[src/design/clb_pkg.sv]
// clb_pkg: shared types, codes and helper functions for the control byte lexer
// used by clb_front, clb_queue, clb_back and control_byte_lexer_core
// no dependencies
`timescale 1ns / 1ps

package clb_pkg;

  // queue between front and back
  localparam int QueueDepth = 2;
  localparam int QueuePtrW  = $clog2(QueueDepth);

  // special byte values
  localparam logic [7:0] ByteBom    = 8'hEF;
  localparam logic [7:0] ByteEsc    = 8'h1B;
  localparam logic [7:0] ByteBndLo  = 8'h1C;
  localparam logic [7:0] ByteBndHi  = 8'h1F;
  localparam logic [7:0] ByteEccLo  = 8'hE0;
  localparam logic [7:0] ByteEccHi  = 8'hEE;
  localparam logic [7:0] ByteRefHi  = 8'h0F;
  localparam logic [7:0] BytePtrLo  = 8'h10;
  localparam logic [7:0] BytePrint  = 8'h40;
  localparam logic [7:0] ByteDot    = 8'h2E;
  localparam logic [7:0] ByteLparen = 8'h28;
  localparam logic [7:0] ByteRparen = 8'h29;
  localparam logic [7:0] ByteBraille = 8'h80;
  localparam logic [7:0] ByteAegean = 8'hC0;
  localparam logic [7:0] ByteSpace  = 8'h20;
  localparam logic [7:0] ByteMaxLevel = 8'hFF;

  // lexer mask bit positions
  localparam int MaskBom      = 0;
  localparam int MaskEsc      = 1;
  localparam int MaskBoundary = 2;
  localparam int MaskEcc      = 3;
  localparam int MaskRef      = 4;
  localparam int MaskPtr      = 5;
  localparam int MaskPrint    = 6;
  localparam int MaskDot      = 7;
  localparam int MaskLparen   = 8;
  localparam int MaskRparen   = 9;
  localparam int MaskBraille  = 10;
  localparam int MaskAegean   = 11;
  localparam int MaskW        = 12;

  // mixing constants
  localparam logic [7:0] MixStateMul = 8'd17;
  localparam logic [7:0] MixByteMul  = 8'd29;

  // digest constants
  localparam logic [31:0] FnvOffset = 32'd2166136261;
  localparam logic [31:0] FnvPrime  = 32'd16777619;

  typedef enum logic [1:0] {
    PlaneAscii   = 2'd0,
    PlaneBraille = 2'd1,
    PlaneAegean  = 2'd2,
    PlaneControl = 2'd3
  } clb_plane_e;

  typedef enum logic [3:0] {
    EmitBom      = 4'd0,
    EmitEsc      = 4'd1,
    EmitBoundary = 4'd2,
    EmitEcc      = 4'd3,
    EmitOpen     = 4'd4,
    EmitClose    = 4'd5,
    EmitDot      = 4'd6,
    EmitRef      = 4'd7,
    EmitPtr      = 4'd8,
    EmitAegean   = 4'd9,
    EmitBraille  = 4'd10,
    EmitAscii    = 4'd11,
    EmitUnknown  = 4'd12
  } clb_emit_e;

  typedef enum logic [1:0] {
    EccOk        = 2'd0,
    EccCorrected = 2'd1,
    EccDouble    = 2'd2
  } clb_ecc_e;

  typedef enum logic [2:0] {
    EvNone     = 3'd0,
    EvOpen     = 3'd1,
    EvClose    = 3'd2,
    EvDot      = 3'd3,
    EvDangling = 3'd4,
    EvPair     = 3'd5,
    EvAtom     = 3'd6
  } clb_event_e;

  // classified transaction held in the queue
  typedef struct packed {
    logic [7:0]       data;
    logic [MaskW-1:0] mask;
    clb_plane_e       plane;
    clb_emit_e        emit;
    logic [2:0]       syn;
    clb_ecc_e         ecc_stat;
    logic [3:0]       ecc_nib;
  } clb_item_t;

  // finished result
  typedef struct packed {
    logic [MaskW-1:0] lex_mask;
    logic [1:0]       plane;
    logic [3:0]       emit_class;
    logic [10:0]      control_word;
    logic [2:0]       ecc_syndrome;
    logic [5:0]       mixed_state;
    logic [2:0]       winner_index;
    logic [31:0]      header_digest;
    logic [2:0]       dot_event;
    logic [7:0]       depth_out;
    logic [7:0]       pair_left_out;
    logic [7:0]       atom_out;
  } clb_result_t;

  typedef struct packed {
    logic [2:0] syn;
    clb_ecc_e   stat;
    logic [3:0] nib;
  } clb_secded_t;

  // one fnv-1a round
  function automatic logic [31:0] fnv_step(logic [31:0] h, logic [7:0] b);
    logic [31:0] x;
    x = h ^ {24'd0, b};
    return x * FnvPrime;
  endfunction

  // digest after the fixed six header bytes
  localparam logic [31:0] FnvPrefix =
    fnv_step(fnv_step(fnv_step(fnv_step(fnv_step(fnv_step(FnvOffset,
      8'h00), 8'h1B), 8'h1C), 8'h1D), 8'h1E), 8'h1F);

  // hamming(8,4) secded decode
  function automatic clb_secded_t secded(logic [7:0] c);
    clb_secded_t r;
    logic [2:0]  s;
    logic        par;
    logic [7:0]  fixed;
    s[0]  = c[0] ^ c[2] ^ c[4] ^ c[6];
    s[1]  = c[1] ^ c[2] ^ c[5] ^ c[6];
    s[2]  = c[3] ^ c[4] ^ c[5] ^ c[6];
    par   = ^c;
    fixed = c;
    r.stat = EccOk;
    if (s != 3'd0 && par) begin
      fixed  = c ^ (8'd1 << (s - 3'd1));
      r.stat = EccCorrected;
    end else if (s == 3'd0 && par) begin
      fixed  = c ^ 8'h80;
      r.stat = EccCorrected;
    end else if (s != 3'd0) begin
      r.stat = EccDouble;
    end
    r.syn = s;
    r.nib = {fixed[6], fixed[5], fixed[4], fixed[2]};
    return r;
  endfunction

  // residue modulo seven of a byte, by folding octal digits
  function automatic logic [2:0] mod7(logic [7:0] x);
    logic [4:0] s1;
    logic [3:0] s2;
    s1 = {3'd0, x[7:6]} + {2'd0, x[5:3]} + {2'd0, x[2:0]};
    s2 = {2'd0, s1[4:3]} + {1'd0, s1[2:0]};
    if (s2 >= 4'd7) begin
      s2 = s2 - 4'd7;
    end
    return s2[2:0];
  endfunction

  function automatic logic [7:0] rol8(logic [7:0] x, int unsigned k);
    return (x << k) | (x >> (8 - k));
  endfunction

endpackage

[src/design/control_byte_lexer_core.sv]
// control_byte_lexer_core: top level of the control byte lexer
// instantiates clb_front, clb_queue and clb_back; depends on clb_pkg
`timescale 1ns / 1ps

// Each accepted byte yields exactly one result, in order: its lexer mask,
// plane and emit class, the control word after the update (sync, escape,
// boundary, secded status and nibble), the byte's syndrome, the new six-bit
// state, the residue modulo seven of the mixed value, the fnv-1a digest of the
// eight-byte header, and the list/dot/pair event with depth and atoms. A new
// byte is taken every cycle while the output is not stalled; the two-entry
// queue between the classifier and the execution side absorbs short stalls.
// A result passes the queue head, where the state update and first digest
// round are worked out, then the middle stage, where the final digest round
// is worked out on its way into the output register. The state update of the
// back side is the only recurrence.
module control_byte_lexer_core (
  input  logic        clk_i,
  input  logic        rst_ni,
  input  logic        in_valid_i,
  output logic        in_stall_o,
  input  logic [7:0]  in_byte_i,
  output logic        out_valid_o,
  input  logic        out_stall_i,
  output logic [11:0] lex_mask_o,
  output logic [1:0]  plane_o,
  output logic [3:0]  emit_class_o,
  output logic [10:0] control_word_o,
  output logic [2:0]  ecc_syndrome_o,
  output logic [5:0]  mixed_state_o,
  output logic [2:0]  winner_index_o,
  output logic [31:0] header_digest_o,
  output logic [2:0]  dot_event_o,
  output logic [7:0]  depth_out_o,
  output logic [7:0]  pair_left_out_o,
  output logic [7:0]  atom_out_o
);

  clb_pkg::clb_item_t   push_item, head_item;
  clb_pkg::clb_result_t res;
  logic                 q_full, q_push, q_pop, q_valid;

  // front: accept and classify
  clb_front u_front (
    .in_valid_i (in_valid_i),
    .in_stall_o (in_stall_o),
    .in_byte_i  (in_byte_i),
    .q_full_i   (q_full),
    .q_push_o   (q_push),
    .q_item_o   (push_item)
  );

  // decoupling queue
  clb_queue u_queue (
    .clk_i   (clk_i),
    .rst_ni  (rst_ni),
    .push_i  (q_push),
    .item_i  (push_item),
    .full_o  (q_full),
    .pop_i   (q_pop),
    .valid_o (q_valid),
    .item_o  (head_item)
  );

  // back: state update, digest and output register
  clb_back u_back (
    .clk_i       (clk_i),
    .rst_ni      (rst_ni),
    .q_valid_i   (q_valid),
    .q_item_i    (head_item),
    .q_pop_o     (q_pop),
    .out_valid_o (out_valid_o),
    .out_stall_i (out_stall_i),
    .result_o    (res)
  );

  // result fields onto ports
  assign lex_mask_o      = res.lex_mask;
  assign plane_o         = res.plane;
  assign emit_class_o    = res.emit_class;
  assign control_word_o  = res.control_word;
  assign ecc_syndrome_o  = res.ecc_syndrome;
  assign mixed_state_o   = res.mixed_state;
  assign winner_index_o  = res.winner_index;
  assign header_digest_o = res.header_digest;
  assign dot_event_o     = res.dot_event;
  assign depth_out_o     = res.depth_out;
  assign pair_left_out_o = res.pair_left_out;
  assign atom_out_o      = res.atom_out;

endmodule

[src/design/clb_front.sv]
// clb_front: accepts input bytes and classifies them into mask, plane, emit
// class and secded decode, then pushes them into the queue
// depends on clb_pkg
`timescale 1ns / 1ps

module clb_front (
  input  logic               in_valid_i,
  output logic               in_stall_o,
  input  logic [7:0]         in_byte_i,
  input  logic               q_full_i,
  output logic               q_push_o,
  output clb_pkg::clb_item_t q_item_o
);

  logic [7:0]                b;
  logic                      is_bom, is_esc, is_bnd, is_ecc;
  logic [clb_pkg::MaskW-1:0] m;
  clb_pkg::clb_secded_t      dec;

  assign b = in_byte_i;

  // handshake towards the queue
  assign in_stall_o = q_full_i;
  assign q_push_o   = in_valid_i && !q_full_i;

  // byte classes
  always_comb begin
    is_bom = (b == clb_pkg::ByteBom);
    is_esc = (b == clb_pkg::ByteEsc);
    is_bnd = (b >= clb_pkg::ByteBndLo) && (b <= clb_pkg::ByteBndHi);
    is_ecc = (b >= clb_pkg::ByteEccLo) && (b <= clb_pkg::ByteEccHi);

    m = '0;
    m[clb_pkg::MaskBom]      = is_bom;
    m[clb_pkg::MaskEsc]      = is_esc;
    m[clb_pkg::MaskBoundary] = is_bnd;
    m[clb_pkg::MaskEcc]      = is_ecc;
    m[clb_pkg::MaskRef]      = (b <= clb_pkg::ByteRefHi);
    m[clb_pkg::MaskPtr]      = (b >= clb_pkg::BytePtrLo) && (b <= clb_pkg::ByteBndHi);
    m[clb_pkg::MaskPrint]    = (b >= clb_pkg::BytePrint);
    m[clb_pkg::MaskDot]      = (b == clb_pkg::ByteDot);
    m[clb_pkg::MaskLparen]   = (b == clb_pkg::ByteLparen);
    m[clb_pkg::MaskRparen]   = (b == clb_pkg::ByteRparen);
    m[clb_pkg::MaskBraille]  = (b >= clb_pkg::ByteBraille) && (b < clb_pkg::ByteAegean);
    m[clb_pkg::MaskAegean]   = (b >= clb_pkg::ByteAegean);
  end

  // plane, emit class and ecc decode
  always_comb begin
    q_item_o.data = b;
    q_item_o.mask = m;

    priority if (is_bom || is_esc || is_bnd || is_ecc) begin
      q_item_o.plane = clb_pkg::PlaneControl;
    end else if (b >= clb_pkg::ByteAegean) begin
      q_item_o.plane = clb_pkg::PlaneAegean;
    end else if (b >= clb_pkg::ByteBraille) begin
      q_item_o.plane = clb_pkg::PlaneBraille;
    end else begin
      q_item_o.plane = clb_pkg::PlaneAscii;
    end

    priority if (m[clb_pkg::MaskBom]) begin
      q_item_o.emit = clb_pkg::EmitBom;
    end else if (m[clb_pkg::MaskEsc]) begin
      q_item_o.emit = clb_pkg::EmitEsc;
    end else if (m[clb_pkg::MaskBoundary]) begin
      q_item_o.emit = clb_pkg::EmitBoundary;
    end else if (m[clb_pkg::MaskEcc]) begin
      q_item_o.emit = clb_pkg::EmitEcc;
    end else if (m[clb_pkg::MaskLparen]) begin
      q_item_o.emit = clb_pkg::EmitOpen;
    end else if (m[clb_pkg::MaskRparen]) begin
      q_item_o.emit = clb_pkg::EmitClose;
    end else if (m[clb_pkg::MaskDot]) begin
      q_item_o.emit = clb_pkg::EmitDot;
    end else if (m[clb_pkg::MaskRef]) begin
      q_item_o.emit = clb_pkg::EmitRef;
    end else if (m[clb_pkg::MaskPtr]) begin
      q_item_o.emit = clb_pkg::EmitPtr;
    end else if (m[clb_pkg::MaskAegean]) begin
      q_item_o.emit = clb_pkg::EmitAegean;
    end else if (m[clb_pkg::MaskBraille]) begin
      q_item_o.emit = clb_pkg::EmitBraille;
    end else if (b < clb_pkg::ByteBraille) begin
      q_item_o.emit = clb_pkg::EmitAscii;
    end else begin
      q_item_o.emit = clb_pkg::EmitUnknown;
    end

    dec = clb_pkg::secded(b);
    if (is_ecc) begin
      q_item_o.syn      = dec.syn;
      q_item_o.ecc_stat = dec.stat;
      q_item_o.ecc_nib  = dec.nib;
    end else begin
      q_item_o.syn      = 3'd0;
      q_item_o.ecc_stat = clb_pkg::EccOk;
      q_item_o.ecc_nib  = 4'd0;
    end
  end

endmodule

[src/design/clb_queue.sv]
// clb_queue: small register queue of classified transactions between front and back
// depends on clb_pkg
`timescale 1ns / 1ps

module clb_queue (
  input  logic               clk_i,
  input  logic               rst_ni,
  input  logic               push_i,
  input  clb_pkg::clb_item_t item_i,
  output logic               full_o,
  input  logic               pop_i,
  output logic               valid_o,
  output clb_pkg::clb_item_t item_o
);

  clb_pkg::clb_item_t               entry_q [clb_pkg::QueueDepth];
  logic [clb_pkg::QueuePtrW-1:0]    wr_ptr_q, wr_ptr_d;
  logic [clb_pkg::QueuePtrW-1:0]    rd_ptr_q, rd_ptr_d;
  logic [clb_pkg::QueuePtrW:0]      count_q, count_d;

  assign full_o  = (count_q == (clb_pkg::QueuePtrW + 1)'(clb_pkg::QueueDepth));
  assign valid_o = (count_q != '0);
  assign item_o  = entry_q[rd_ptr_q];

  // pointer and fill count update
  always_comb begin
    wr_ptr_d = wr_ptr_q;
    rd_ptr_d = rd_ptr_q;
    count_d  = count_q;
    if (push_i) begin
      wr_ptr_d = wr_ptr_q + 1'b1;
    end
    if (pop_i) begin
      rd_ptr_d = rd_ptr_q + 1'b1;
    end
    if (push_i && !pop_i) begin
      count_d = count_q + 1'b1;
    end else if (pop_i && !push_i) begin
      count_d = count_q - 1'b1;
    end
  end

  always_ff @(posedge clk_i or negedge rst_ni) begin
    if (!rst_ni) begin
      wr_ptr_q <= '0;
      rd_ptr_q <= '0;
      count_q  <= '0;
    end else begin
      wr_ptr_q <= wr_ptr_d;
      rd_ptr_q <= rd_ptr_d;
      count_q  <= count_d;
    end
  end

  // entry storage
  always_ff @(posedge clk_i) begin
    if (push_i) begin
      entry_q[wr_ptr_q] <= item_i;
    end
  end

endmodule

[src/design/clb_back.sv]
// clb_back: carries out queued transactions: control plane, mixed state,
// list tracker and two-stage header digest, with an output register
// depends on clb_pkg
`timescale 1ns / 1ps

module clb_back (
  input  logic                 clk_i,
  input  logic                 rst_ni,
  input  logic                 q_valid_i,
  input  clb_pkg::clb_item_t   q_item_i,
  output logic                 q_pop_o,
  output logic                 out_valid_o,
  input  logic                 out_stall_i,
  output clb_pkg::clb_result_t result_o
);

  // architectural state
  logic [5:0]        mstate_q, mstate_d;
  logic [7:0]        tick_q, tick_d;
  logic              sync_q, sync_d;
  logic              esc_q, esc_d;
  logic [2:0]        bnd_q, bnd_d;
  clb_pkg::clb_ecc_e eccs_q, eccs_d;
  logic [3:0]        eccd_q, eccd_d;
  logic [7:0]        level_q, level_d;
  logic              pwait_q, pwait_d;
  logic [7:0]        pleft_q, pleft_d;
  logic [7:0]        patom_q, patom_d;
  logic              aseen_q, aseen_d;

  // stage a: state applied, first digest round done
  logic                 a_valid_q;
  clb_pkg::clb_result_t a_res_q, a_res_d;
  logic [31:0]          a_hash_q;

  // stage b: output register
  logic                 b_valid_q;
  clb_pkg::clb_result_t b_res_q, b_res_d;

  logic       a_ready, b_ready;
  logic [7:0] b;
  logic [7:0] mixed, ms8, x, d;
  logic [2:0] win;
  logic [5:0] curr;
  logic       is_atom;

  // pipeline flow
  assign b_ready = !b_valid_q || !out_stall_i;
  assign a_ready = !a_valid_q || b_ready;
  assign q_pop_o = q_valid_i && a_ready;

  assign out_valid_o = b_valid_q;
  assign result_o    = b_res_q;

  assign b = q_item_i.data;

  // control plane, mixed state and list tracker
  always_comb begin
    sync_d  = sync_q;
    esc_d   = esc_q;
    bnd_d   = bnd_q;
    eccs_d  = eccs_q;
    eccd_d  = eccd_q;
    level_d = level_q;
    pwait_d = pwait_q;
    pleft_d = pleft_q;
    patom_d = patom_q;
    aseen_d = aseen_q;

    // control plane
    priority if (q_item_i.mask[clb_pkg::MaskBom]) begin
      sync_d = 1'b1;
      esc_d  = 1'b0;
      bnd_d  = 3'd0;
      eccs_d = clb_pkg::EccOk;
      eccd_d = 4'd0;
    end else if (q_item_i.mask[clb_pkg::MaskEsc]) begin
      esc_d = !esc_q;
    end else if (q_item_i.mask[clb_pkg::MaskBoundary]) begin
      bnd_d = b[2:0] - 3'd3;
    end else if (q_item_i.mask[clb_pkg::MaskEcc]) begin
      eccs_d = q_item_i.ecc_stat;
      eccd_d = q_item_i.ecc_nib;
    end else begin
      sync_d = sync_q;
    end

    // mixed state
    tick_d = tick_q + 8'd1;
    ms8    = {2'b00, mstate_q};
    mixed  = (ms8 * clb_pkg::MixStateMul) ^ (b * clb_pkg::MixByteMul) ^ tick_d ^
             {4'd0, eccd_d};
    win    = clb_pkg::mod7(mixed);
    x      = ms8 ^ b;
    d      = clb_pkg::rol8(x, 1) ^ clb_pkg::rol8(x, 3) ^ clb_pkg::rol8(x, 6) ^
             {4'd0, eccd_d};
    curr   = mstate_q + b[5:0] + {3'd0, win} + d[5:0];
    mstate_d = curr;

    // list, dot and pair tracker
    is_atom = (b > clb_pkg::ByteSpace) && (b < clb_pkg::ByteBraille);
    a_res_d.dot_event     = clb_pkg::EvNone;
    a_res_d.depth_out     = level_q;
    a_res_d.pair_left_out = 8'd0;
    a_res_d.atom_out      = 8'd0;
    priority if (b == clb_pkg::ByteLparen) begin
      if (level_q != clb_pkg::ByteMaxLevel) begin
        level_d = level_q + 8'd1;
      end
      pwait_d = 1'b0;
      a_res_d.dot_event = clb_pkg::EvOpen;
      a_res_d.depth_out = level_d;
    end else if (b == clb_pkg::ByteRparen) begin
      if (level_q != 8'd0) begin
        level_d = level_q - 8'd1;
      end
      pwait_d = 1'b0;
      a_res_d.dot_event = clb_pkg::EvClose;
    end else if (b == clb_pkg::ByteDot) begin
      if (aseen_q) begin
        pleft_d = patom_q;
        pwait_d = 1'b1;
        a_res_d.dot_event     = clb_pkg::EvDot;
        a_res_d.pair_left_out = patom_q;
      end else begin
        pwait_d = 1'b0;
        a_res_d.dot_event = clb_pkg::EvDangling;
      end
    end else if (is_atom) begin
      if (pwait_q) begin
        a_res_d.dot_event     = clb_pkg::EvPair;
        a_res_d.pair_left_out = pleft_q;
        pwait_d = 1'b0;
      end else begin
        a_res_d.dot_event = clb_pkg::EvAtom;
      end
      a_res_d.atom_out = b;
      patom_d = b;
      aseen_d = 1'b1;
    end else begin
      a_res_d.dot_event = clb_pkg::EvNone;
    end

    // remaining result fields
    a_res_d.lex_mask      = q_item_i.mask;
    a_res_d.plane         = q_item_i.plane;
    a_res_d.emit_class    = q_item_i.emit;
    a_res_d.control_word  = {eccd_d, eccs_d, bnd_d, esc_d, sync_d};
    a_res_d.ecc_syndrome  = q_item_i.syn;
    a_res_d.mixed_state   = curr;
    a_res_d.winner_index  = win;
    a_res_d.header_digest = 32'd0;
  end

  // final digest round over the new state byte
  always_comb begin
    b_res_d               = a_res_q;
    b_res_d.header_digest = clb_pkg::fnv_step(a_hash_q, {2'b00, a_res_q.mixed_state});
  end

  // state registers, advanced once per popped transaction
  always_ff @(posedge clk_i or negedge rst_ni) begin
    if (!rst_ni) begin
      mstate_q <= '0;
      tick_q   <= '0;
      sync_q   <= 1'b0;
      esc_q    <= 1'b0;
      bnd_q    <= '0;
      eccs_q   <= clb_pkg::EccOk;
      eccd_q   <= '0;
      level_q  <= '0;
      pwait_q  <= 1'b0;
      pleft_q  <= '0;
      patom_q  <= '0;
      aseen_q  <= 1'b0;
    end else if (q_pop_o) begin
      mstate_q <= mstate_d;
      tick_q   <= tick_d;
      sync_q   <= sync_d;
      esc_q    <= esc_d;
      bnd_q    <= bnd_d;
      eccs_q   <= eccs_d;
      eccd_q   <= eccd_d;
      level_q  <= level_d;
      pwait_q  <= pwait_d;
      pleft_q  <= pleft_d;
      patom_q  <= patom_d;
      aseen_q  <= aseen_d;
    end
  end

  // valid bits of the two stages
  always_ff @(posedge clk_i or negedge rst_ni) begin
    if (!rst_ni) begin
      a_valid_q <= 1'b0;
      b_valid_q <= 1'b0;
    end else begin
      if (a_ready) begin
        a_valid_q <= q_valid_i;
      end
      if (b_ready) begin
        b_valid_q <= a_valid_q;
      end
    end
  end

  // stage payloads: digest byte round in stage a, state round in stage b
  always_ff @(posedge clk_i) begin
    if (q_pop_o) begin
      a_res_q  <= a_res_d;
      a_hash_q <= clb_pkg::fnv_step(clb_pkg::FnvPrefix, b);
    end
    if (b_ready && a_valid_q) begin
      b_res_q <= b_res_d;
    end
  end

endmodule
[config.mk]
export PLATFORM = sky130hd
export DESIGN_NAME = control_byte_lexer_core
export DESIGN_NICKNAME = d
export VERILOG_FILES = /design/src/design/clb_pkg.sv /design/src/design/control_byte_lexer_core.sv /design/src/design/clb_front.sv /design/src/design/clb_queue.sv /design/src/design/clb_back.sv
export SDC_FILE = /design/constraint.sdc
export NUM_CORES = 1
export LEC_CHECK = 0
export BUFFER_PORTS_ARGS = -buffer_cell sky130_fd_sc_hd__buf_2
export CAP_MARGIN = 20
export CORE_MARGIN = 2
export CORE_UTILIZATION = 65
export CTS_BUF_LIST = sky130_fd_sc_hd__clkbuf_8
export DETAILED_ROUTE_END_ITERATION = 8
export PLACE_DENSITY = 0.84
export SLEW_MARGIN = 20
export SYNTH_ARGS = -nofsm -noshare
export SYNTH_HDL_FRONTEND = slang
export SYNTH_SLANG_ARGS = --single-unit
[constraint.sdc]
create_clock -name clk_i -period 15 [get_ports clk_i]
set_clock_uncertainty 0.1 [all_clocks]
set_input_delay 2.25 -clock clk_i [delete_from_list [all_inputs] [get_ports clk_i]]
set_output_delay 2.25 -clock clk_i [all_outputs]
set_load 0.02 [all_outputs]
==> results of run 1 <==
==> logic make-up (layout without fill, tap and decap cells) <==
kind of cell | count (synthesis) | after routing | synth area share (%)
xor gates and xnor gates | 152 | 152 | 6.24
DFF | 323 | 323 | 43.9
buffers and inverters | 356 | 556 | 6.37
muxes | 60 | 60 | 3.10
other | 1 | 1 | 0.0175
adders and majority gates | 423 | 423 | 28.1
AOI/OAI and AO/OA | 215 | 215 | 6.69
and+or+nand+nor | 239 | 239 | 5.66
==> metrics by stage <==
step / utilization (%) / instances
after global routing: 72.8 / 2411
after CTS: 72.8 / 2411
after global placement: 69.5 / 2318
after detailed placement: 69.5 / 2318
after floorplan: - / 1769
final: 72.8 / 2411
==> flip-flops by register name (all words and copies together), names as in the netlist, 2 cells and up <==
name,count
u_back.tick_q,8
u_back.a_hash_q,28
u_queue.entry_q,70
u_back.eccs_q,2
u_back.result_o,100
u_queue.count_q,2
u_back.pleft_q,8
u_back.bnd_q,3
u_back.level_q,8
u_back.a_res_q,68
u_back.patom_q,8
u_back.mstate_q,6
u_back.eccd_q,4
==> critical path, delay by kind of cell, from the launching register on <==
kind / cells / cell delay [ps]
buffers and inverters: 3 / 550
xor gates and xnor gates: 7 / 1020
and+or+nand+nor: 1 / 350
AOI/OAI and AO/OA: 4 / 670
DFF: 1 / 370
muxes: 3 / 1480
adders and majority gates: 13 / 5050
==> metal layers <==
layer	GRT usage, %	vias to the layer above	part of all wire [%]
li1	-	6406	-
met1	31.3	6481	42
met2	45.1	330	52
met3	4.25	67	4.7
met4	6.39	0	1.9
met5	0	-	0
==> path summary, 6_finish.rpt <==
| kind | endpoint | start | cells after the start |
|---|---|---|---|
| setup / recovery | u_back.mstate_q[5] | u_queue.rd_ptr_q | 31 |
| hold / removal | u_back.result_o[71] | u_back.a_res_q[71] | 0 |
| setup reg to reg | u_back.mstate_q[5] | u_queue.rd_ptr_q | 31 |
| hold reg to reg | u_back.result_o[71] | u_back.a_res_q[71] | 0 |
| max in group asynchronous | u_back.sync_q | rst_ni | 2 |
| min in group asynchronous | u_queue.count_q[1] | rst_ni | 2 |
==> placed cells by master, fill, tap and decap left out, types with 11 or more instances in the layout <==
| master | n |
|---|---|
| a31oi_1 | 12 |
| dfrtp_1 | 57 |
| clkbuf_8 | 58 |
| nand3_1 | 21 |
| o21ai_0 | 39 |
| ha_1 | 326 |
| a21o_1 | 23 |
| and3_1 | 13 |
| xor2_1 | 48 |
| buf_2 | 113 |
| nand2_1 | 45 |
| buf_4 | 15 |
| a21oi_1 | 63 |
| inv_1 | 347 |
| mux2i_1 | 14 |
| nor3_1 | 14 |
| edfxtp_1 | 266 |
| mux2_2 | 43 |
| nor2_1 | 79 |
| nand4_1 | 11 |
| xnor2_1 | 103 |
| fa_1 | 97 |
==> layout make-up <==
type	count	share of cell area, %
tap	442	2.33
multi-input combinational	1090	45.2
sequential	323	39.7
clock inverter	35	1.17
inverter	335	5.31
clock buffer	58	3.37
timing repair buffer	128	2.86
==> run metrics, run 1 <==
Reg area=between 9000 and 10,000 um2; CTS Root Cell=clkbuf_8; max incr delay on CP=around 800 ps; synthesis-to-finish area growth=10.4%; Async SR Flop Fraction=~18%; final wirelength=about 41,000 um; nets=2,363; Core ar.=about 33,000 um2; EDFF count, synth=approximately 270; slew margin rel.=32.6%; Mapped Nets=between 2,000 and 2,500; Total Neg Setup Slack=0 ps; most used cell, CP=fa_1; Worst-Skew Late Latency=roughly 630 ps; Tot GR Track Use=between 20% and 30%; critical path class=flop to flop; Post-CTS Setup Bufs=0; final antenna-violating net count=0; initial antenna violation count=0; r2r setup slk=~5300 ps; vias in the first global route=13,639; synthesized flop and latch total=~320; global-route wire length before repair=67,600 um; Hold Buf Count CTS=0; Synth area leaders=edfxtp_1 (37%), ha_1 (19%), fa_1 (9.0%); I/O pin count=114; share of cells above drive strength 1=roughly 14%; Final Cell Area=around 24,000 um2; area share of the largest cell type after synthesis=around 37%; row cnt=66; Die X=~190 um; via count=13,284; hold slack=311 ps; drt drc=0; ant diodes=0; Routed WL per cell=between 15 and 20 um; HPWL after DPL=about 31,000 um; H-tree depth=2; clock sink total=~320; fmax=about 100 MHz; part of the Yosys area used for sequential elements=a little over two fifths; largest net degree at the start of global routing=between 70 and 80; Initial Util=approximately 66%; Max clock buf depth=3; Commonest cells post-synth=inv_1 (334), ha_1 (326), edfxtp_1 (266), xnor2_1 (103), fa_1 (97); most common cell in the netlist=inv_1; synthesized area=21,500 um2; total gr overflow=0; final setup vio count=0; period utilisation layout=around two thirds; multi-input logic area=10,700 um2; status=finished clean; # fillers=2,180; Synth warnings=0; CTS tree=yes; Starting DRT DRC Count=725; slowest CP cell=mux2i_1; Slew Viols, Final=0; Worst setup EP type=flop; die area=~34,000 um2; Via density=5.51; Max-cap violations=0; biggest area consumer among synthesized cells=edfxtp_1; worst path arrival time=around 10,000 ps; Placed Area=around 23,000 um2; Detailed Routing Iterations Pass 1=5; worst min path class=flop to flop; Least-Margin Pin Slew=about 1000 ps; clk slew on worst S/H paths=70 ps; Syn Inst Count=~1,800; RSZ-0062 raised after global routing=no; Startpoint Class=flop; Tmin final=a little under 10,000 ps; post_cts resized=0; CP required=15,420 ps; CTS Buf Count=50; commonest register cell after synthesis=edfxtp_1; Post-Syn Area per Cell=roughly 12 um2; Hold Fails Final Rpt=0; Synth cell types=80; setup ws final=approximately 5300 ps; Max FO, Critical Path=9; placer's final routability congestion estimate=0.873; worst slack, placed=roughly 5300 ps; Die Y=186 um; I/O Buffers=113
Power of run 1 is not shown: default switching activity piles up to over one toggle a cycle in this logic, so the estimate is an artifact.
==> run 2: changes to the inputs <==
--- a/config.mk
+++ b/config.mk
@@ -5,13 +5,14 @@
 export SDC_FILE = /design/constraint.sdc
 export NUM_CORES = 1
 export LEC_CHECK = 0
+export ABC_AREA = 1
 export BUFFER_PORTS_ARGS = -buffer_cell sky130_fd_sc_hd__buf_2
 export CAP_MARGIN = 20
 export CORE_MARGIN = 2
-export CORE_UTILIZATION = 65
+export CORE_UTILIZATION = 64
 export CTS_BUF_LIST = sky130_fd_sc_hd__clkbuf_8
 export DETAILED_ROUTE_END_ITERATION = 8
-export PLACE_DENSITY = 0.84
+export PLACE_DENSITY = 0.83
 export SLEW_MARGIN = 20
 export SYNTH_ARGS = -nofsm -noshare
 export SYNTH_HDL_FRONTEND = slang
==> constraint.sdc (replaced) <==
create_clock -name clk_i -period 9.2 [get_ports clk_i]
set_clock_uncertainty 0.1 [all_clocks]
set_input_delay 1.38 -clock clk_i [delete_from_list [all_inputs] [get_ports clk_i]]
set_output_delay 1.38 -clock clk_i [all_outputs]
set_load 0.02 [all_outputs]
==> run metrics, run 2 <==
status=finished clean (unchanged); worst path arrival time=9050 ps (was 10,140 ps); Starting DRT DRC Count=967 (was 725); most common cell in the netlist=inv_1 (unchanged); initial antenna violation count=0 (unchanged); final setup vio count=0 (unchanged); Least-Margin Pin Slew=971 ps (was 1000 ps); row cnt=67 (was 66); synthesized flop and latch total=323 (unchanged); critical path buffer and inverter count=5 (was 3); Synth warnings=0 (unchanged); largest net degree at the start of global routing=80 (was 71); HPWL after DPL=36,000 um (was 31,100 um); die area=35,900 um2 (was 34,500 um2); synthesis-to-finish area growth=10.2% (was 10.4%); max incr delay on CP=580 ps (was 800 ps); Die Y=189 um (was 186 um); global-route wire length before repair=75,800 um (was 67,600 um); drt drc=0 (unchanged); max reg flops=100 (unchanged); CTS tree=yes (unchanged); Mapped Nets=2,578 (was 2,204); Max FO, Critical Path=8 (was 9); worst slack, placed=-14.2 ps (was 5320 ps); H-tree depth=2 (unchanged); Worst setup EP type=flop (unchanged); Max clock buf depth=3 (unchanged); Die X=189 um (was 186 um); Startpoint Class=flop (unchanged); area share of the largest cell type after synthesis=36.3% (was 37.2%); worst flop-to-flop path startpoint=u_queue.rd_ptr_q (unchanged); nets=2,746 (was 2,363); delay-heaviest family, CP=adder cells (unchanged); Reg2Reg Depth=38 (was 31); hold slack=315 ps (was 311 ps); Max-cap violations=0 (unchanged); commonest register cell after synthesis=edfxtp_1 (unchanged); Hold Buf Count CTS=0 (unchanged); r2r setup slk=400 ps (was 5280 ps); EDFF count, synth=266 (unchanged); Worst Min Path Start=u_back.a_res_q[10] (was u_back.a_res_q[71]); I/O Buffers=113 (unchanged); # fillers=2,415 (was 2,180); RSZ-0062 raised after global routing=no (unchanged); CTS Buf Count=51 (was 50); Initial Util=65.3% (was 66.0%); placer's final routability congestion estimate=0.920 (was 0.873); vias in the first global route=15,462 (was 13,639); clk slew on worst S/H paths=60 ps (was 70 ps); I/O pin count=114 (unchanged); Hold Fails Final Rpt=0 (unchanged); synthesized area=22,000 um2 (was 21,500 um2); worst reg2reg endpoint=u_back.a_res_q[67] (was u_back.mstate_q[5]); slowest CP cell=fa_1 (was mux2i_1); Routed WL per cell=16.7 um (was 17.2 um); Final Cell Area=24,300 um2 (was 23,700 um2); commonest cells after routing, fill and taps aside=inv_1 (443), nand2_1 (370), ha_1 (324), edfxtp_1 (266), buf_2 (113) (was inv_1 (347), ha_1 (326), edfxtp_1 (266), buf_2 (113), xnor2_1 (103)); Worst-Skew Late Latency=610 ps (was 630 ps); slew margin rel.=35.1% (was 32.6%); total gr overflow=0 (unchanged); Detailed Routing Iterations Pass 1=7 (was 5); share of cells above drive strength 1=10.9% (was 14.2%); final wirelength=46,600 um (was 41,500 um); Hold Path End=u_back.result_o[10] (was u_back.result_o[71]); Tot GR Track Use=26.8% (was 25.0%); Synth cell types=49 (was 80); Commonest cells post-synth=inv_1 (434), nand2_1 (371), ha_1 (326), edfxtp_1 (266), nor2_1 (100) (was inv_1 (334), ha_1 (326), edfxtp_1 (266), xnor2_1 (103), fa_1 (97)); WHS Path Cells=0 (unchanged); part of the Yosys area used for sequential elements=42.8% (was 43.9%); most common cell after layout, fill and taps aside=inv_1 (unchanged); Slew Viols, Final=0 (unchanged); Post-Syn Area per Cell=10.3 um2 (was 12.1 um2); CP required=9450 ps (was 15,420 ps); Async SR Flop Fraction=17.6% (unchanged); clock sink total=323 (unchanged); Placed Area=23,100 um2 (was 22,600 um2); CTS Root Cell=clkbuf_8 (unchanged); period utilisation layout=95.6% (was 64.8%); ant diodes=0 (unchanged); via count=15,162 (was 13,284); Via density=5.42 (was 5.51); biggest area consumer among synthesized cells=edfxtp_1 (unchanged); setup ws final=400 ps (was 5280 ps); fmax=114 MHz (was 103 MHz); Syn Inst Count=2,143 (was 1,769); Synth area leaders=edfxtp_1 (36%), ha_1 (19%), fa_1 (8.8%) (was edfxtp_1 (37%), ha_1 (19%), fa_1 (9.0%)); critical path class=flop to flop (unchanged); final antenna-violating net count=0 (unchanged); Core ar.=33,700 um2 (was 32,500 um2); Tmin final=8800 ps (was 9720 ps); worst min path class=flop to flop (unchanged)
[run 2: cell type report]
cell class / count / area (um2) / area share (%)
multi-input cells: 1359 / 10900 / 44.9
flip-flops and latches: 323 / 9420 / 38.8
inverters: 442 / 1670 / 6.89
clock buffers: 56 / 771 / 3.18
repair buffers: 134 / 734 / 3.03
well taps: 448 / 561 / 2.31
clock inverters: 34 / 223 / 0.918
[run 2: layer usage]
layer / routed length, um / share of wire [%] / vias to the layer above / track usage (%)
met5: 0 / 0 / - / 0
met4: 1440 / 3.1 / 0 / 9.60
met3: 2970 / 6.4 / 109 / 4.56
met2: 23000 / 49 / 527 / 46.1
met1: 19200 / 41 / 7226 / 34.2
li1: - / - / 7300 / -
[run 2: repair_timing]
item / in CTS / in global routing
resized for setup: 1 / 14
endpoints found under the setup margin: 2 / 2
buffers inserted: 0 / 8
pin swaps: 0 / 0
[run 2: cell families after synthesis]
group                    count (synthesis)  share of synthesized area, %
AND/OR/NAND/NOR                        597                          11.4
adder cells (fa/ha/maj)                423                          27.4
flip-flops                             323                          42.8
XOR/XNOR                               130                          5.24
other                                    1                        0.0170
AO/OA/AOI/OAI                          207                          5.12
buffers and inverters                  461                          8.04
multiplexers                             1                        0.0512
[run 2: through the flow]
step           setup TNS, ps  utilization, %  std cells
2_1_floorplan              0               -       2143
3_3_place_gp               0            68.7       2698
3_5_place_dp           -14.2            68.7       2698
4_1_cts                    0            71.6       2788
5_1_grt                    0            72.0       2796
6_report                   0            72.0       2796
[run 2: how the worst max path moves through the flow]
stage                     startpoint                  to  cells past startpoint
finish              u_queue.rd_ptr_q  u_back.a_res_q[67]                     38
global route        u_queue.rd_ptr_q  u_back.mstate_q[5]                     44
global placement    u_queue.rd_ptr_q  u_back.a_res_q[67]                     38
floorplan           u_queue.rd_ptr_q  u_back.a_res_q[67]                     41
detailed placement  u_queue.rd_ptr_q  u_back.a_res_q[67]                     38
CTS                 u_queue.rd_ptr_q  u_back.a_res_q[67]                     38
Power of run 2 is left out for the same reason.
==> run 3: changes to the inputs <==
--- a/config.mk
+++ b/config.mk
@@ -6,12 +6,13 @@
 export NUM_CORES = 1
 export LEC_CHECK = 0
 export ABC_AREA = 1
-export BUFFER_PORTS_ARGS = -buffer_cell sky130_fd_sc_hd__buf_2
+export BUFFER_PORTS_ARGS = -buffer_cell sky130_fd_sc_hd__buf_4
 export CAP_MARGIN = 20
 export CORE_MARGIN = 2
 export CORE_UTILIZATION = 64
 export CTS_BUF_LIST = sky130_fd_sc_hd__clkbuf_8
 export DETAILED_ROUTE_END_ITERATION = 8
+export GPL_ROUTABILITY_DRIVEN = 0
 export PLACE_DENSITY = 0.83
 export SLEW_MARGIN = 20
 export SYNTH_ARGS = -nofsm -noshare
==> run metrics, run 3 (synthesized netlist as in run 2, its figures left out) <==
status=finished clean (unchanged); CTS tree=yes (unchanged); H-tree depth=2 (unchanged); WHS Path Cells=0 (unchanged); Detailed Routing Iterations Pass 1=6 (was 7); clock sink total=323 (unchanged); critical path class=flop to flop (unchanged); Max clock buf depth=3 (unchanged); worst reg2reg endpoint=u_back.a_res_q[67] (unchanged); I/O Buffers=113 (unchanged); worst flop-to-flop path startpoint=u_queue.rd_ptr_q (unchanged); r2r setup slk=480 ps (was 400 ps); worst path arrival time=9020 ps (was 9050 ps); Startpoint Class=flop (unchanged); largest net degree at the start of global routing=79 (was 80); Max FO, Critical Path=7 (was 8); Core ar.=33,700 um2 (unchanged); drt drc=0 (unchanged); worst min path class=flop to flop (unchanged); clk slew on worst S/H paths=60 ps (about the same); Slew Viols, Final=0 (unchanged); initial antenna violation count=1 (was 0); row cnt=67 (unchanged); Routed WL per cell=16.4 um (was 16.7 um); critical path buffer and inverter count=7 (was 5); fmax=115 MHz (was 114 MHz); most used cell, CP=nand2_1; Starting DRT DRC Count=1,044 (was 967); HPWL after DPL=34,900 um (was 36,000 um); die area=35,900 um2 (unchanged); nets=2,745 (was 2,746); max incr delay on CP=520 ps (was 580 ps); final antenna-violating net count=0 (unchanged); Worst setup EP type=flop (unchanged); I/O pin count=114 (unchanged); total gr overflow=0 (unchanged); Worst Min Path Start=u_back.a_res_q[18] (was u_back.a_res_q[10]); most common cell after layout, fill and taps aside=inv_1 (unchanged); Tot GR Track Use=26.3% (was 26.8%); CP required=9500 ps (was 9450 ps); worst slack, placed=88.0 ps (was -14.2 ps); commonest cells after routing, fill and taps aside=inv_1 (449), nand2_1 (370), ha_1 (324), edfxtp_1 (266), buf_4 (132) (was inv_1 (443), nand2_1 (370), ha_1 (324), edfxtp_1 (266), buf_2 (113)); Via density=5.45 (was 5.42); period utilisation layout=94.8% (was 95.6%); Initial Util=65.3% (unchanged); slew margin rel.=33.1% (was 35.1%); Hold Path End=u_back.result_o[18] (was u_back.result_o[10]); CP Depth=42 (was 38); CTS Buf Count=52 (was 51); Cells after DPL=2,697 (was 2,698); slowest CP cell=fa_1 (unchanged); Tmin final=8720 ps (was 8800 ps); fin cells=2,800 (was 2,796); ant diodes=0 (unchanged); final setup vio count=0 (unchanged); delay-heaviest family, CP=adder cells (unchanged); global-route wire length before repair=74,900 um (was 75,800 um); CTS Root Cell=clkbuf_8 (unchanged); share of cells above drive strength 1=10.5% (was 10.9%); via count=15,264 (was 15,162); final wirelength=45,900 um (was 46,600 um); vias in the first global route=15,573 (was 15,462); synthesis-to-finish area growth=11.5% (was 10.2%); Worst-Skew Late Latency=640 ps (was 610 ps); setup ws final=482 ps (was 400 ps); Die X=189 um (unchanged); Max-cap violations=0 (unchanged); max reg flops=100 (unchanged); Reg2Reg Depth=42 (was 38); Least-Margin Pin Slew=1000 ps (was 971 ps); Hold Fails Final Rpt=0 (unchanged); Die Y=189 um (unchanged); Util after Layout=72.8% (was 72.0%)
==> run 3: cell count changes in the layout (fill, tap and decap cells not counted), moves of 2 or more <==
cell,before,now
clkinv_4,3,1
clkinv_2,13,6
inv_1,443,449
buf_2,113,0
buf_4,19,132
clkinv_1,5,12
==> run 3: how the worst max path moves through the flow <==
stage                                 from            endpoint
final                     u_queue.rd_ptr_q  u_back.a_res_q[67]
after global routing      u_queue.rd_ptr_q  u_back.a_res_q[67]
after CTS                 u_queue.rd_ptr_q  u_back.a_res_q[67]
after detailed placement  u_queue.rd_ptr_q  u_back.a_res_q[67]
after global placement    u_queue.rd_ptr_q  u_back.a_res_q[67]
after floorplan           u_queue.rd_ptr_q  u_back.a_res_q[67]
==> run 3: metrics by stage <==
| step | instance area (um2) | setup TNS (ps) | hold slack, ps |
|---|---|---|---|
| 5_1_grt | 24500 | -13.9 | 323 |
| 2_1_floorplan | 22000 | 0 | 300 |
| 3_3_place_gp | 23400 | 0 | 302 |
| 4_1_cts | 24500 | 0 | 311 |
| 6_report | 24500 | 0 | 312 |
| 3_5_place_dp | 23400 | 0 | 305 |
==> run 3: per-layer routing <==
metal	track usage, %	part of all wire (%)
met5	0	0.028
met1	33.2	41
met4	10.5	3.5
met3	4.73	6.4
met2	45.2	49
==> run 3: repair_timing <==
action	4_1_cts	5_1_grt
gates resized for setup	0	10
setup buffers	0	7
setup endpoints to repair	0	3
hold buffers	0	0
==> run 3: area by class of cell <==
type / count / area (um2)
Clock buffer: 55 / 757
Clock inverter: 41 / 282
Fill cell: 2302 / 9160
Inverter: 442 / 1670
Multi-Input combinational cell: 1359 / 10900
Sequential cell: 323 / 9420
Tap cell: 448 / 561
Timing Repair Buffer: 132 / 991
Power of run 3 is left out for the same reason.
